[src/sv/kmd_pkg.sv]
package kmd_pkg;

  // Default geometry of the key matrix and the keymap.
  localparam int DEF_ROWS   = 8;
  localparam int DEF_COLS   = 16;
  localparam int DEF_LAYERS = 8;

  // Cooldown loaded on a press, and the number of layers a rotate tries.
  localparam logic [7:0] COOL_MAX  = 8'd255;
  localparam int         ROT_TRIES = 10;

  // Item function carried on tuser.
  localparam logic FUNC_SAMPLE = 1'b0;
  localparam logic FUNC_MAP    = 1'b1;

  // Key kinds stored in the high byte of a keymap entry.
  localparam logic [7:0] KIND_HID    = 8'd0;
  localparam logic [7:0] KIND_FN     = 8'd1;
  localparam logic [7:0] KIND_MOVE   = 8'd2;
  localparam logic [7:0] KIND_TOGGLE = 8'd3;

  // Layer move values; any other value is a rotate bitfield.
  localparam logic [7:0] MOVE_UP   = 8'd0;
  localparam logic [7:0] MOVE_DOWN = 8'd1;

  // Event codes.
  localparam logic [1:0] RES_NONE    = 2'd0;
  localparam logic [1:0] RES_PRESS   = 2'd1;
  localparam logic [1:0] RES_RELEASE = 2'd2;

  // HID action codes.
  localparam logic [1:0] HID_NONE    = 2'd0;
  localparam logic [1:0] HID_PRESS   = 2'd1;
  localparam logic [1:0] HID_RELEASE = 2'd2;

  // Configuration register indexes (byte address is four times the index).
  localparam int         ADDR_W          = 4;
  localparam logic [1:0] REG_USB_PRESENT = 2'd0;
  localparam logic [1:0] REG_KEY_UP      = 2'd1;
  localparam logic [1:0] REG_KEY_DOWN    = 2'd2;

  // Register reset values.
  localparam logic       RST_USB_PRESENT = 1'b1;
  localparam logic [7:0] RST_KEY_UP      = 8'd5;
  localparam logic [7:0] RST_KEY_DOWN    = 8'd5;

  // Input item fields as packed on s_tdata, last field in the low bits.
  typedef struct packed {
    logic [7:0] map_kind;
    logic [7:0] map_value;
    logic [2:0] map_layer;
    logic       key_down;
    logic [3:0] col;
    logic [2:0] row;
    logic       scan_start;
  } item_t;

  localparam int ITEM_W  = $bits(item_t);
  localparam int S_TDATA_W = 32;

  // Result fields as packed on m_tdata, last field in the low bits.
  typedef struct packed {
    logic [7:0] active_layer;
    logic [2:0] main_layer;
    logic [1:0] hid_action;
    logic [3:0] event_col;
    logic [2:0] event_row;
    logic [7:0] event_kind;
    logic [7:0] event_value;
  } out_data_t;

  localparam int OUT_W     = $bits(out_data_t);
  localparam int M_TDATA_W = 40;

  // One finished result item.
  typedef struct packed {
    logic [1:0] event_res;
    out_data_t  data;
  } event_t;

  // Per-key debounce state.
  typedef struct packed {
    logic [7:0] cool;
    logic [7:0] layer;
  } key_state_t;

endpackage

[src/sv/kmd_key_state.sv]
module kmd_key_state #(
  parameter int ROWS = kmd_pkg::DEF_ROWS,
  parameter int COLS = kmd_pkg::DEF_COLS,
  localparam int NKEYS = ROWS * COLS,
  localparam int KEY_W = (NKEYS > 1) ? $clog2(NKEYS) : 1
) (
  input  logic                clk,
  input  logic                rst,
  input  logic                rd_en,
  input  logic [KEY_W-1:0]    rd_key,
  input  logic                wr_en,
  input  logic [KEY_W-1:0]    wr_key,
  input  kmd_pkg::key_state_t wr_data,
  output kmd_pkg::key_state_t rd_data
);

  kmd_pkg::key_state_t mem [NKEYS];
  logic [NKEYS-1:0]    valid;

  // Store the updated state of a key; a key not yet written reads as zero.
  always_ff @(posedge clk) begin
    if (rst) begin
      valid <= '0;
    end else if (wr_en) begin
      valid[wr_key] <= 1'b1;
    end
  end

  always_ff @(posedge clk) begin
    if (wr_en) begin
      mem[wr_key] <= wr_data;
    end
  end

  // Registered read. The item leaving the compute stage in the same cycle
  // may update the key being read, so its new state is forwarded.
  always_ff @(posedge clk) begin
    if (rd_en) begin
      if (wr_en && (wr_key == rd_key)) begin
        rd_data <= wr_data;
      end else if (valid[rd_key]) begin
        rd_data <= mem[rd_key];
      end else begin
        rd_data <= '0;
      end
    end
  end

endmodule

[config.mk]
export PLATFORM = sky130hd
export DESIGN_NAME = kmd_key_state
export DESIGN_NICKNAME = d
export VERILOG_FILES = /design/src/sv/kmd_pkg.sv /design/src/sv/kmd_key_state.sv
export SDC_FILE = /design/constraint.sdc
export NUM_CORES = 2
export LEC_CHECK = 0
export BUFFER_PORTS_ARGS = -buffer_cell sky130_fd_sc_hd__buf_4
export CORE_UTILIZATION = 61
export DETAILED_ROUTE_END_ITERATION = 6
export PLACE_DENSITY = 0.77
export SLEW_MARGIN = 5
export SYNTH_ARGS = -nofsm -noshare
export SYNTH_HDL_FRONTEND = slang
export SYNTH_SLANG_ARGS = --single-unit
[constraint.sdc]
create_clock -name clk -period 8.05 [get_ports clk]
set_input_delay 0.805 -clock clk [delete_from_list [all_inputs] [get_ports clk]]
set_output_delay 0.805 -clock clk [all_outputs]
set_load 0.03 [all_outputs]
* After elaboration in Yosys (flattened, before gate mapping)
Memory sizes are Yosys's and may differ from the RTL's. Index checks and enable logic that the tools add are counted. W data, S select, Z words.
Operators by class: equality and inequality tests 1, bitwise gates (word level) 1, reduce and logical (&&, ||, !) cells 2, order comparisons 3, muxes and demuxes 8
Operators with widths (number):
- $or A128 B128 Y128 | 1
- $mux W16 | 2
- $lt A7 B8 Y1 const B | 2
- $bmux W1 S7 | 1
- $demux W1 S7 | 1
- $eq A7 B7 Y1 | 1
- $ge A7 B1 Y1 const B | 1
- $mux W1 | 4
- $logic_and A1 B1 Y1 | 2
Word-level totals: memory bits (writable) 2048, bits in registers 144, input port bits 34, output and inout port bits 16, memories 1
Memories:
- mem | words 128, width 16, read ports 1, clocked after Yosys merged registers in 0, wr ports 1, line kmd_key_state.sv:17 | kmd_pkg::key_state_t mem [NKEYS];

* Depth between registers and ports, before layout
depth after elaboration 5, gate-level depth with buffers 14, mapped depth without buffers 7

* Worst setup path after synthesis
No wires, ideal clock.
path type input-to-reg, from in rd_key[0], to reg rd_data[0] (netlist bit) (data pin), arrival time 2.987 ns, buffers on the path 4, path slack 4.803 ns, cell stages on the path 10, cells stage by stage buf_6 buf_8 buf_6 buf_2 mux4_2 mux4_2 a22oi_1 o21ai_1 a211oi_1 o21ai_1
Between the ends: cells in the longest elaborated chain, start to end 4, elaborated cells between the ends (all ways) 7, those cells by class eq/ne: 1; mux: 4; reduce/logical: 1; memory: 1
Ends and longest elaborated chain:
- from (decl) | line kmd_key_state.sv:10 | input logic [KEY_W-1:0] rd_key,
- $bmux W1 S7 | line kmd_key_state.sv:41 | end else if (valid[rd_key]) begin
- $mux W1 (implied by the code) | line kmd_key_state.sv:41
- $mux W16 | line kmd_key_state.sv:41
- $mux W16 * | line kmd_key_state.sv:39 | if (wr_en && (wr_key == rd_key)) begin
- to (signal assigned) | line kmd_key_state.sv:40 | rd_data <= wr_data;
- to (signal assigned) | line kmd_key_state.sv:42 | rd_data <= mem[rd_key];
- to (decl) | line kmd_key_state.sv:14 | output kmd_pkg::key_state_t rd_data
Every way passes the cells marked *; elsewhere a longest branch is shown, timed or not. The select of a mux whose other input is x is not followed. A chain may end at the register's enable or synchronous reset.

* Worst setup path in the final report
from in rd_key[2], to reg rd_data[4] (netlist bit) (data pin)
The elaborated chain is that of the path after synthesis.

==> flow_metrics.tcl <==
set metrics [dict create \
    fillers 7931 \
    initialDrtViolationCount 7497 \
    grt_first_pass_wirelength_mm 315.0 \
    yosysUniqueCellTypes 59 \
    power.share.clock_pct 41.3 \
    grt_max_degree 120 \
    yosysSeqAreaShare_pct 76.71 \
    hold_path.class "in -> reg" \
    gp_congestion 0.9363 \
    chipHeight_um 373.4 \
    cts_tree "yes" \
    drc 1 \
    critPathKind "in -> reg" \
    first_pass_iters 7 \
    end_kind "flop" \
    final_cell_mix "edfxtp_1 (2064), mux4_2 (601), nor2_1 (350)" \
    drive_above_1_share_pct 28.29 \
    core_area_mm2 0.1361 \
    cpMostUsedCell "buf_4" \
    comb_power_share_pct 5.0 \
    rsz0062_at_grt "no" \
    numCtsBuffers 204 \
    net-switching-power_mw 5.027 \
    power_mw 23.36 \
    min_period_ps 4225 \
    first_global_vias 43203 \
    area_growth_pct 11.66 \
    ys_seq_elements 2192 \
    status "finished with violations" \
    hold_buffers 0 \
    multiInputGateArea_mm2 0.01857 \
    intPower_mw 18.34 \
    critical-path-slowest-cell "a221oi_1" \
    ys_warn_count 0 \
    final_util_pct 69.01 \
    antenna_left 0 \
    synth_edf_count 2064 \
    drt-vias-per-instance 7.027 \
    fp.dieArea_mm2 0.1394 \
    cp_slowest_stage_delay_ps 930 \
    clkTransAtPathRegs_ps 60 \
    globalRouteOverflowTotal 0 \
    num_rows 135 \
    post-cts-setup-buffers 0 \
    peakVddDrop_mv 0.1988 \
    wl_per_cell_um 36.20 \
    crit_required_ps 8630 \
    p_leak_nw 29.56 \
    fin_crit_sh_pct 52.48 \
    wl_mm 221.8 \
    path_buf_inv 4 \
    syn-cell-area_mm2 0.08414 \
    final_common_cell "edfxtp_1" \
    max_cap_violations 0 \
    start_kind "input port" \
    swShare_pct 21.51 \
    cts.sinks 2192 \
    vias 43053 \
    failed_checks "design-rule violations" \
    antenna_found_initial 13 \
    rrSetupSlack_ps 4920 \
    clock_skew_ps 55.91 \
    max_clock_freq_ghz 0.2367 \
    die_width_um 373.4 \
    synth.net_count 3975 \
    hpwlAfterDp_mm 122.1 \
    drv_slew 0 \
    slew_headroom_pct 9.105 \
    worst_pin_slew_ps 1362 \
    layout.area.seq_mm2 0.06454 \
    htree_levels 4 \
    worstSkewPairLatency_ps 850 \
    power_density_mw_per_mm2 248.7 \
    path_cells "buf_6 -> buf_4 -> inv_2 -> buf_4 -> mux4_2 -> nand2_1 -> a21oi_1 -> a221oi_1 -> and3_1 -> o21ai_1" \
    synthArstFlopShare_pct 0 \
    fin_tns_setup_ps 0 \
    cts-root-buf "clkbuf_16" \
    critPathMaxFanout 35 \
    grtUsageTotal_pct 32.32 \
    cts_resized 0 \
    critPathTopFamily "buffers and inverters" \
    port_buffers 49 \
    syn_inst 3941 \
    initial_core_util_pct 61.80 \
    power_frac_seq_pct 53.7 \
    nets 4193 \
    io_pins 50 \
    setup_violations 0 \
    synthFlopType "edfxtp_1" \
    clk_path_buf_depth 3 \
    hold_viol 0 \
    arrival_ps 4800 \
    syn_avg_cell_area_um2 21.35 \
]
worst paths after layout:
check / from / cells past startpoint / end
setup / recovery: rd_key[2] / 10 / rd_data[4]$_DFFE_PP_
hold / removal: wr_data[9] / 1 / mem[115][9]$_DFFE_PP_
setup reg to reg: mem[107][4]$_DFFE_PP_ / 7 / rd_data[4]$_DFFE_PP_
hold reg to reg: valid[110]$_SDFFE_PP0P_ / 2 / valid[110]$_SDFFE_PP0P_
cell usage after synthesis, drive strengths merged, types with 17 or more instances:
cell    instances  share of area (%)
dfxtp         128                3.0
a31oi          17               0.13
buf           120                1.0
edfxtp       2064                 74
o21ai          33               0.20
clkbuf         93               0.41
nand3          33               0.20
a21oi          20               0.12
mux4          601                 16
nand2         128               0.57
a22oi          45               0.40
nor2          424                1.9
mux2i          54               0.64
cell families after synthesis:
| logic type | count (synthesis) | synth area share (%) |
|---|---|---|
| buffers and inverters | 221 | 1.475 |
| multiplexers | 663 | 16.84 |
| AO/OA/AOI/OAI | 199 | 1.679 |
| AND/OR/NAND/NOR | 659 | 3.230 |
| flip-flops | 2192 | 76.71 |
| XOR/XNOR | 7 | 0.07287 |
cell type report:
cell class / count / share of cell area, %
clock buffers: 269 / 5.855
clock inverters: 115 / 1.289
repair buffers: 225 / 1.964
diodes: 9 / 0.02397
inverters: 8 / 0.03729
well taps: 1781 / 2.372
multi-input cells: 1528 / 19.76
flip-flops and latches: 2192 / 68.69
stage by stage:
step	instances	area [um2]	hold slack, ps	setup WS (ps)
floorplan	3941	84140	434.8	4803
global route	6119	93940	213.9	3839
CTS	6118	93930	183.8	4139
global placement	5734	87210	443.8	3246
finish	6127	93960	238.7	3825
detailed placement	5734	87220	453.8	3207
power by group through the flow:
stage	Combinational, mW	Clock [mW]	Sequential, mW
after global routing	1.21	10.1	12.5
after detailed placement	1.14	0	12.8
after CTS	1.15	9.72	12.5
after floorplan	0.635	0	12.8
final	1.17	9.65	12.5
after global placement	1.12	0	12.8
registers in the layout, indices dropped and copies added, names as in the netlist:
signal	cells
mem	2048
rd_data	16
valid	128
worst register-to-register path: stages (launching register included):
cell and delay, ps:
edfxtp_1 360, mux4_2 500, mux4_2 490, nand2_1 100, a21oi_1 130, a221oi_1 930
and3_1 300, o21ai_1 60
metal layers:
layer  track usage [%]  routed length (um)
met5             1.063                 253
met1             44.25               77040
met2             48.90              103800
met4             15.47               11470
met3             8.764               29290
No activity file was read; power rests on OpenSTA's default activity.
